==> src/design/c2p_pkg.sv <==
package c2p_pkg;

  localparam int GUARD_BITS = 28;
  localparam int Z_WIDTH = 34;
  localparam int ANGLE_WIDTH = 16;

  localparam logic [ANGLE_WIDTH-1:0] TURN_ZERO = 16'd0;
  localparam logic [ANGLE_WIDTH-1:0] TURN_QUARTER = 16'd16384;
  localparam logic [ANGLE_WIDTH-1:0] TURN_HALF = 16'd32768;
  localparam logic [ANGLE_WIDTH-1:0] TURN_3QUARTER = 16'd49152;

  // atan(2^-i) in units of 2^-32 turn, rounded.
  localparam logic [31:0] ATAN_TURNS [32] = '{
    32'd536870912, 32'd316933406, 32'd167458907, 32'd85004756, 32'd42667331,
    32'd21354465, 32'd10679838, 32'd5340245, 32'd2670163, 32'd1335087,
    32'd667544, 32'd333772, 32'd166886, 32'd83443, 32'd41722, 32'd20861,
    32'd10430, 32'd5215, 32'd2608, 32'd1304, 32'd652, 32'd326, 32'd163,
    32'd81, 32'd41, 32'd20, 32'd10, 32'd5, 32'd3, 32'd1, 32'd1, 32'd0
  };

  typedef struct packed {
    logic valid;
    logic x_zero;
    logic y_zero;
    logic x_neg;
    logic y_neg;
  } ctrl_t;

endpackage

==> src/design/c2p_front.sv <==
module c2p_front
  import c2p_pkg::*;
#(
  parameter int COORD_WIDTH = 16
) (
  input  logic                            clk,
  input  logic                            rst,
  input  logic                            accept,
  input  logic signed [COORD_WIDTH-1:0]   x_coord,
  input  logic signed [COORD_WIDTH-1:0]   y_coord,
  output ctrl_t                           ctl_out,
  output logic [2*COORD_WIDTH-1:0]        sum_out,
  output logic [COORD_WIDTH-1:0]          ax_out,
  output logic [COORD_WIDTH-1:0]          ay_out
);

  localparam int SW = 2 * COORD_WIDTH;

  ctrl_t ctl1, ctl2, ctl3;
  logic [COORD_WIDTH-1:0] ax1, ay1, ax2, ay2, ax3, ay3;
  logic [SW-1:0] sq_x, sq_y, sum3;

  always_ff @(posedge clk) begin
    if (rst) begin
      ctl1.valid <= 1'b0;
      ctl2.valid <= 1'b0;
      ctl3.valid <= 1'b0;
    end else begin
      ctl1.valid <= accept;
      ctl2.valid <= ctl1.valid;
      ctl3.valid <= ctl2.valid;
    end
    ctl1.x_zero <= (x_coord == '0);
    ctl1.y_zero <= (y_coord == '0);
    ctl1.x_neg  <= x_coord[COORD_WIDTH-1];
    ctl1.y_neg  <= y_coord[COORD_WIDTH-1];
    ctl2.x_zero <= ctl1.x_zero;
    ctl2.y_zero <= ctl1.y_zero;
    ctl2.x_neg  <= ctl1.x_neg;
    ctl2.y_neg  <= ctl1.y_neg;
    ctl3.x_zero <= ctl2.x_zero;
    ctl3.y_zero <= ctl2.y_zero;
    ctl3.x_neg  <= ctl2.x_neg;
    ctl3.y_neg  <= ctl2.y_neg;
    // The most negative input negates to itself, which reads correctly as unsigned.
    ax1 <= x_coord[COORD_WIDTH-1] ? COORD_WIDTH'(-x_coord) : COORD_WIDTH'(x_coord);
    ay1 <= y_coord[COORD_WIDTH-1] ? COORD_WIDTH'(-y_coord) : COORD_WIDTH'(y_coord);
    sq_x <= ax1 * ax1;
    sq_y <= ay1 * ay1;
    ax2 <= ax1;
    ay2 <= ay1;
    sum3 <= sq_x + sq_y;
    ax3 <= ax2;
    ay3 <= ay2;
  end

  assign ctl_out = ctl3;
  assign sum_out = sum3;
  assign ax_out = ax3;
  assign ay_out = ay3;

endmodule

==> config.mk <==
export PLATFORM = sky130hd
export DESIGN_NAME = c2p_front
export DESIGN_NICKNAME = d
export VERILOG_FILES = /design/src/design/c2p_pkg.sv /design/src/design/c2p_front.sv
export SDC_FILE = /design/constraint.sdc
export NUM_CORES = 1
export LEC_CHECK = 0
export ABC_AREA = 1
export CAP_MARGIN = 10
export CORE_MARGIN = 2
export CORE_UTILIZATION = 30
export DETAILED_ROUTE_END_ITERATION = 8
export DONT_BUFFER_PORTS = 1
export PLACE_DENSITY = 0.47
export RECOVER_POWER = 25
export SLEW_MARGIN = 20
export SYNTH_ARGS = -nofsm -noshare
export SYNTH_HDL_FRONTEND = slang
export SYNTH_SLANG_ARGS = --single-unit
==> constraint.sdc <==
create_clock -name clk -period 14 [get_ports clk]
set_input_delay 2.1 -clock clk [delete_from_list [all_inputs] [get_ports clk]]
set_output_delay 2.1 -clock clk [all_outputs]
set_load 0.03 [all_outputs]
==> impl_metrics.yaml <==
drt:
  antenna_left: 0
  drt_wl_total_um: 54000
  routedWlPerCell_um: 13.3
  viasPerCell: 4.16
  drc: 0
  via_count: 16900
  drt_iter0_markers: 733
  dr.pass1.iters: 5
timing:
  rsz0062_at_grt: "false"
  finalCriticalPeriod_ns: 5.85
  hold_violations: 0
  slew_headroom: 0.246
  finalClockSkew_ns: 0.0266
  setup_violations: 0
  period_share: 0.418
  setup_tns_ns: 0
  drv_slew: 0
  fmax_ghz: 0.171
  worst_slew_pin_slew_ns: 1.13
grt:
  gr-usage-all-layers: 0.142
  grt_pass1_wl_um: 90300
  use_met1: 0.198
  busiest_layer: "met2"
  grt_pass1_vias: 17300
  grt_use_met3: 0.0170
  grt-ovfl-total: 0
  grt_max_degree: 21
  antenna_found_initial: 1
  grtUsageMet2: 0.237
place:
  gp_congestion: 0.852
  port_buffers: 0
  dp_hpwl_um: 45900
cts:
  cts.sinks: 203
  path_clk_slew_ns: 0.06
  clock_latency_ns: 0.59
  hold_buffers: 0
  cts_resized: 0
  cts-root-buf: "clkbuf_16"
  cts.htree.levels: 1
  cts_setup_buffers: 0
  cts_buffers: 29
  clk_path_buf_depth: 3
  cts_tree: "built"
setup_path:
  critPathLaunchType: "register"
  cp_top_family: "adder cells"
  startpoint: "ay1[0]"
  cp-end-kind: "register"
  worstPathRequired_ns: 14.47
  worstPathArrival_ns: 6.32
  crit_cells: 21
  reg2reg_from: "ay1[0]"
  worstReg2RegEnd: "sq_y[19]"
  critical_path.endpoint: "sq_y[19]"
  cp_max_fo: 17
  cp_slowest_cell: "clkbuf_1"
  crit_chain: "clkbuf_1, nand2_1, xor2_1, ha_1, inv_1, fa_1, inv_1, fa_1, fa_1, fa_1, inv_1, fa_1, inv_1, ha_1, nand2_1, inv_1, nand2_2, nor3_2, nand2_1, nand2_1, xor2_1"
  r2r_cells: 21
  critical_path_buf_inv_count: 6
  max_stage_delay_ns: 0.82
  crit_type: "reg -> reg"
  r2r_slack_ns: 8.15
die:
  initial_core_util: 0.304
  fp.dieH_um: 282
  design.core.area_um2: 76100
  io_pins: 104
  fp.dieW_um: 282
  std_cell_rows: 101
  die_area_um2: 79300
worst_hold_path:
  hp-class: "reg -> reg"
synth:
  netlist.area_leader.share: 0.280
  ys_seq_area_frac: 0.176
  synthTopCellsByArea: "fa_1 (28%), dfxtp_1 (18%), inv_1 (14%)"
  synth_nets: 3628
  synth_edf_count: 0
  synth_area_per_cell_um2: 7.62
  synth_ff_type: "dfxtp_1"
  syn_inst: 3036
  synth_cell_types: 30
  yosysWarnings: 0
  ys_ff_latch: 203
  syn_area_um2: 23100
  async_flop_share: 0
  synth_top_cell_by_area: "fa_1"
layout:
  num_antenna_cells: 0
  nNetsFinal: 3597
  synthToLayoutAreaGrowth_pct: 8.75
  fillers: 8305
  drive_gt1_frac: 0.0482
run_status:
  status: "finished, final reports clean"
job:
  maxCapViolations: 0
==> worst reg2reg max path: cells and delay by family, from the launching register on <==
kind                       cells  cell delay [ns]
buffers and inverters          6             1.13
and+or+nand+nor                6             0.78
DFF                            1             0.31
adders and majority gates      7             3.00
xor gates and xnor gates       2             0.51
==> cells in the mapped netlist, types with 3 or more instances <==
master / number
nor2_1: 137
inv_1: 849
nand3b_1: 4
fa_1: 324
xor2_1: 78
o21ai_0: 14
nand4_1: 19
nand2_2: 31
xnor2_1: 12
nor3_2: 13
or2_2: 6
buf_2: 4
a21oi_1: 59
nand3_2: 11
nor3_1: 11
clkbuf_1: 59
nor4_1: 3
dfxtp_1: 203
a21oi_2: 3
nand3_1: 94
nor2_2: 9
o21bai_1: 17
ha_1: 233
nand2_1: 821
inv_2: 15
==> layout make-up <==
| cell class | instances | area [µm²] | area share |
|---|---|---|---|
| Inverter | 864 | 3240 | 0.129 |
| Tap cell | 1030 | 1290 | 0.0512 |
| Multi-Input combinational cell | 1905 | 15600 | 0.619 |
| Timing Repair Buffer | 2 | 11.3 | 0.000448 |
| Sequential cell | 203 | 4060 | 0.162 |
| Clock buffer | 32 | 767 | 0.0305 |
| Clock inverter | 22 | 204 | 0.00811 |
==> metrics by stage <==
step / hold WS, ns / cells / instance area, µm² / utilization / worst slack, ns
2_1_floorplan: 0.310 / 3036 / 23100 / - / 8.76
3_3_place_gp: 0.311 / 4004 / 24200 / 0.318 / 8.13
3_5_place_dp: 0.312 / 4004 / 24200 / 0.318 / 8.16
4_1_cts: 0.325 / 4058 / 25200 / 0.331 / 8.16
5_1_grt: 0.327 / 4058 / 25200 / 0.331 / 7.79
6_report: 0.322 / 4058 / 25200 / 0.331 / 8.15
==> worst min-delay path by stage <==
stage	end	start	cells past startpoint	slack (ns)
final	ay_out[11]	ay2[11]	0	0.32
after global routing	ay_out[11]	ay2[11]	0	0.33
after CTS	ax_out[5]	ax2[5]	0	0.32
after detailed placement	ax_out[12]	ax2[12]	0	0.31
after global placement	ay_out[9]	ay2[9]	0	0.31
after floorplan	ax_out[10]	ax2[10]	0	0.31
==> placed cells by master, fill, tap and decap left out, drive strengths merged <==
cell        n
inv       875
clkinv      8
nand3     105
fa        324
xor2       78
nand4      19
a31o        2
and2        2
ha        233
clkbuf     33
a21o        1
or2         6
buf         1
nor3       24
bufinv      1
nor4        3
dfxtp     203
nor2      147
o21ai      14
nand2     852
clkinvlp    2
o21bai     17
a21oi      62
xnor2      12
nand3b      4
==> registers in the layout, indices dropped and copies added (netlist names), 15 cells and up <==
signal,cells
sum_out,32
sq_x,31
sq_y,31
ax1,16
ax_out,16
ay1,16
ay_out,16
ax2,15
ay2,15
==> routing by layer <==
layer,up-vias,part of all wire
met4,0,0.015
li1,8711,-
met5,-,0
met2,193,0.46
met1,7923,0.49
met3,42,0.034
==> cell families after synthesis <==
logic type / share of synthesized area
and+or+nand+nor: 0.209
buffers and inverters: 0.151
adders and majority gates: 0.406
DFF: 0.176
AOI/OAI and AO/OA: 0.0235
xor gates and xnor gates: 0.0341
Power is not shown: default switching activity piles up to over one toggle a cycle in this logic, so the estimate is an artifact.
