===== src/design/c2p_pkg.sv =====
package c2p_pkg;

  localparam int GUARD_BITS = 28;
  localparam int Z_WIDTH = 34;
  localparam int ANGLE_WIDTH = 16;

  localparam logic [ANGLE_WIDTH-1:0] TURN_ZERO = 16'd0;
  localparam logic [ANGLE_WIDTH-1:0] TURN_QUARTER = 16'd16384;
  localparam logic [ANGLE_WIDTH-1:0] TURN_HALF = 16'd32768;
  localparam logic [ANGLE_WIDTH-1:0] TURN_3QUARTER = 16'd49152;

  // atan(2^-i) in units of 2^-32 turn, rounded.
  localparam logic [31:0] ATAN_TURNS [32] = '{
    32'd536870912, 32'd316933406, 32'd167458907, 32'd85004756, 32'd42667331,
    32'd21354465, 32'd10679838, 32'd5340245, 32'd2670163, 32'd1335087,
    32'd667544, 32'd333772, 32'd166886, 32'd83443, 32'd41722, 32'd20861,
    32'd10430, 32'd5215, 32'd2608, 32'd1304, 32'd652, 32'd326, 32'd163,
    32'd81, 32'd41, 32'd20, 32'd10, 32'd5, 32'd3, 32'd1, 32'd1, 32'd0
  };

  typedef struct packed {
    logic valid;
    logic x_zero;
    logic y_zero;
    logic x_neg;
    logic y_neg;
  } ctrl_t;

endpackage


===== src/design/c2p_cell.sv =====
module c2p_cell
  import c2p_pkg::*;
#(
  parameter int COORD_WIDTH = 16,
  parameter int ITERATIONS = 16,
  parameter int STEP = 0
) (
  input  logic                                         clk,
  input  logic                                         rst,
  input  ctrl_t                                        ctl_in,
  input  logic [2*COORD_WIDTH-1:0]                     rem_in,
  input  logic [2*COORD_WIDTH-1:0]                     root_in,
  input  logic signed [COORD_WIDTH+GUARD_BITS+3:0]     cx_in,
  input  logic signed [COORD_WIDTH+GUARD_BITS+3:0]     cy_in,
  input  logic signed [Z_WIDTH-1:0]                    z_in,
  output ctrl_t                                        ctl_out,
  output logic [2*COORD_WIDTH-1:0]                     rem_out,
  output logic [2*COORD_WIDTH-1:0]                     root_out,
  output logic signed [COORD_WIDTH+GUARD_BITS+3:0]     cx_out,
  output logic signed [COORD_WIDTH+GUARD_BITS+3:0]     cy_out,
  output logic signed [Z_WIDTH-1:0]                    z_out
);

  localparam int SW = 2 * COORD_WIDTH;
  localparam int CW = COORD_WIDTH + GUARD_BITS + 4;
  localparam bit DO_SQRT = (STEP < COORD_WIDTH);
  localparam bit DO_CORDIC = (STEP < ITERATIONS);
  localparam int SQ_SHIFT = DO_SQRT ? 2 * (COORD_WIDTH - 1 - STEP) : 0;
  localparam logic [SW-1:0] SQ_BIT = DO_SQRT ? (SW'(1) << SQ_SHIFT) : '0;
  localparam int ATAN_IDX = DO_CORDIC ? STEP : 0;
  localparam logic signed [Z_WIDTH-1:0] ATAN_STEP =
    $signed({{(Z_WIDTH-32){1'b0}}, ATAN_TURNS[ATAN_IDX]});

  logic [SW:0] trial;
  logic [SW-1:0] rem_next, root_next;
  logic signed [CW-1:0] dx, dy, cx_next, cy_next;
  logic signed [Z_WIDTH-1:0] z_next;

  // Up to one restoring square root bit and one CORDIC micro-rotation per cell.
  always_comb begin
    trial = {1'b0, root_in} + {1'b0, SQ_BIT};
    rem_next = rem_in;
    root_next = root_in;
    if (DO_SQRT) begin
      if ({1'b0, rem_in} >= trial) begin
        rem_next = rem_in - trial[SW-1:0];
        root_next = (root_in >> 1) + SQ_BIT;
      end else begin
        root_next = root_in >> 1;
      end
    end
    dx = cy_in >>> STEP;
    dy = cx_in >>> STEP;
    cx_next = cx_in;
    cy_next = cy_in;
    z_next = z_in;
    if (DO_CORDIC) begin
      if (!cy_in[CW-1]) begin
        cx_next = cx_in + dx;
        cy_next = cy_in - dy;
        z_next = z_in + ATAN_STEP;
      end else begin
        cx_next = cx_in - dx;
        cy_next = cy_in + dy;
        z_next = z_in - ATAN_STEP;
      end
    end
  end

  always_ff @(posedge clk) begin
    if (rst) begin
      ctl_out.valid <= 1'b0;
    end else begin
      ctl_out.valid <= ctl_in.valid;
    end
    ctl_out.x_zero <= ctl_in.x_zero;
    ctl_out.y_zero <= ctl_in.y_zero;
    ctl_out.x_neg <= ctl_in.x_neg;
    ctl_out.y_neg <= ctl_in.y_neg;
    rem_out <= rem_next;
    root_out <= root_next;
    cx_out <= cx_next;
    cy_out <= cy_next;
    z_out <= z_next;
  end

endmodule


===== config.mk =====
export PLATFORM = sky130hd
export DESIGN_NAME = c2p_cell
export DESIGN_NICKNAME = d
export VERILOG_FILES = /design/src/design/c2p_pkg.sv /design/src/design/c2p_cell.sv
export SDC_FILE = /design/constraint.sdc
export NUM_CORES = 1
export LEC_CHECK = 0
export BUFFER_PORTS_ARGS = -buffer_cell sky130_fd_sc_hd__buf_2
export CORE_UTILIZATION = 54
export DETAILED_ROUTE_END_ITERATION = 10
export PLACE_DENSITY = 0.84
export SLEW_MARGIN = 20
export SYNTH_ARGS = -nofsm -noshare
export SYNTH_HDL_FRONTEND = slang
export SYNTH_SLANG_ARGS = --single-unit

===== constraint.sdc =====
create_clock -name clk -period 4 [get_ports clk]
set_input_delay 0.8 -clock clk [delete_from_list [all_inputs] [get_ports clk]]
set_output_delay 0.8 -clock clk [all_outputs]
set_load 0.05 [all_outputs]

==> out/qor.txt <==
Status = finished clean
Cts hold-fix bufs = 0
Synth area leaders = dfxtp_1 27%, ha_1 15%, a21oi_1 8.0%
Final instance area = 0.0186 mm2
Largest net degree at the start of global routing = 63
Vias per cell = 6.00
Crit path largest cell delay = 490 ps
Post-Syn Instances = 1,879
Routed len/inst = 19.8 um
Die W = 168 um
Min-delay worst type = primary input to register
Post-CTS Setup Bufs = 0
Maxcap violations = 0
Rel. slew slack = 49.4%
Setup crit end kind = register
Layout cells sized above 1 = 25.5%
Mean Syn Cell Area = 7.95 um2
Initial antenna violation count = 3
RSZ-0062 raised after global routing = no
Slew Viols, Final = 0
Min cycle time layout = 3790 ps
Ys Warns = 0
Area leader, netlist = dfxtp_1
Grt total ovfl = 0
Area share of the largest cell type after synthesis = 26.5%
Row count = 60
Smallest hold slack = 434 ps
I/O pin count = 400
Crit path DAT = 4180 ps
Antenna viol nets, final = 0
Count leader, synth = a21oi_1
Worst Path Buf+Inv = 6
Max Clk Rate = 264 MHz
Critical Path RT = 4380 ps
CP delay by family, top = compound AO/OA/AOI/OAI gates
Area growth from synthesis to layout = 24.3%
Final WL = 53,200 um
Most used cell, CP = buf_4
Initial Util = 55.3%
Die ar. = 0.0283 mm2
Max Buffers Root-to-Sink = 2
CP Class = primary input to register
Resize count post-CTS = 0
Static leakage = 9.28 nW
Hold Fails Final Rpt = 0
Final setup vio count = 0
Synth top cells by count = 238 x a21oi_1, 198 x dfxtp_1, 190 x inv_1
Post-synth net total = 2,262
Layout Nets = 2,714
Clock transition at path regs = 100 ps
Post-synth EDFFs = 0
Placeable core area = 0.0270 mm2
I/O Buffers = 399
Worst Path Max Fanout = 5
Pwr Density = 440 mW/mm2
Chip height = 168 um
Gr usage total = 36.4%
Sinks on Clock Net = 198
Cell Area, Synth = 0.0149 mm2
First-pass GRT wire length = 81,600 um
CTS tree = done
Post-DP HPWL = 43,200 um
Area post-placement = 0.0179 mm2
Worst vdd ir = 0.298 mV
Filler cells = 2,278
Slowest CP cell = o41ai_1
Post-synthesis sequential area ratio = 26.5%
Cells along the critical path = buf_2, inv_1, ha_1, fa_1, nand4b_1, o211ai_1, a21oi_1, buf_4, and3b_1, a2bb2oi_1, buf_4, a2111oi_2, buf_4, o41ai_1, buf_4, a32oi_1, o2bb2ai_1, xnor2_1
FF+latch count, synth = 198
Clock root buffer = clkbuf_16
Via Count = 16,100
Drc violations = 0
Num CTS Buffers = 17
Vias in the first global route = 15,500
Synth async-reset ratio = 0%
Gp weighted congestion = 1.00
H-tree depth = 4
Final period utilization = 94.8%
DR iter-0 viols = 1,994
Pre-antenna DRT Iters = 6
Most used DFF post-synth = dfxtp_1
Measured slew at the worst slew-check pin = 759 ps
Library cells used by synthesis = 83
Startpoint types = primary input
-- state kept, by name, summed over array words and instances, names as in the netlist --
name      flops
z_out        34
cy_out       48
cx_out       47
rem_out      32
root_out     32
ctl_out       5
-- area by class of cell --
cell class	instances	area, um2	share of cell area (%)
timing repair buffer	514	2880	15.5
clock inverter	15	240	1.29
tap	341	427	2.30
inverter	195	732	3.94
antenna	3	7.51	0.0404
clock buffer	17	425	2.29
sequential	198	3960	21.3
multi-input combinational	1405	9910	53.3
-- routing by layer --
layer  GRT usage [%]  vias up  share of wire [%]
met3            6.16      131                9.5
li1                -     7502                  -
met1            47.4     7504                 41
met5               0        -                  0
met2            60.4      986                 46
met4            13.2        0                3.3
-- per-stage QoR --
step	power, mW	util [%]	worst slack, ps	cells	TNS, ps
after global routing	8.49	68.7	73.6	2686	0
after global placement	6.12	66.3	-43.0	2653	-106
after CTS	8.14	68.7	344	2685	0
final	8.18	68.8	207	2688	0
after floorplan	5.05	-	632	1879	0
after detailed placement	6.15	66.3	-109	2653	-223
-- kinds of logic (layout without fill, tap and decap cells) --
kind of cell	count (synthesis)	after routing	share of synthesized area (%)
buffers and inverters	276	741	7.24
other	0	3	0
muxes	36	36	2.50
adders and majority gates	182	182	15.5
DFF	198	198	26.5
AOI/OAI and AO/OA	644	644	27.4
xor gates and xnor gates	124	124	7.27
and+or+nand+nor	419	419	13.5
-- layout by cell type (no fill, tap or decap), types with 8 or more instances in the layout --
| cell | count |
|---|---|
| a21oi_1 | 238 |
| a21o_1 | 63 |
| a21boi_0 | 8 |
| o21ai_1 | 10 |
| nor2b_1 | 22 |
| inv_1 | 190 |
| nand4_1 | 23 |
| buf_4 | 115 |
| nand3_1 | 28 |
| buf_2 | 398 |
| o211ai_1 | 10 |
| nor2_1 | 147 |
| nand2b_1 | 12 |
| mux2i_1 | 25 |
| a211o_1 | 8 |
| xnor2_1 | 101 |
| and2_1 | 10 |
| o31ai_1 | 16 |
| mux2_2 | 11 |
| dfxtp_1 | 198 |
| o21bai_1 | 47 |
| a31oi_1 | 22 |
| a211oi_1 | 17 |
| nor4_1 | 13 |
| or2_2 | 12 |
| and3_1 | 10 |
| ha_1 | 177 |
| nand2_1 | 85 |
| xor2_1 | 23 |
| o21ai_0 | 112 |
| o21a_1 | 19 |
| clkbuf_16 | 17 |
| nor3_1 | 30 |
-- final timing paths --
kind | from | end | cells after the start
setup / recovery | cy_in[0] | cy_out[46] | 18
hold / removal | ctl_in[0] | ctl_out[0] | 1
-- power breakdown --
| part | total, mW | switching [mW] | leakage (nW) | internal, mW |
|---|---|---|---|---|
| clock | 1.99 | 1.08 | 0.323 | 0.909 |
| combinational | 3.78 | 2.65 | 7.29 | 1.13 |
| sequential | 2.41 | 0.107 | 1.67 | 2.31 |
(Power assumes the default switching activity.)
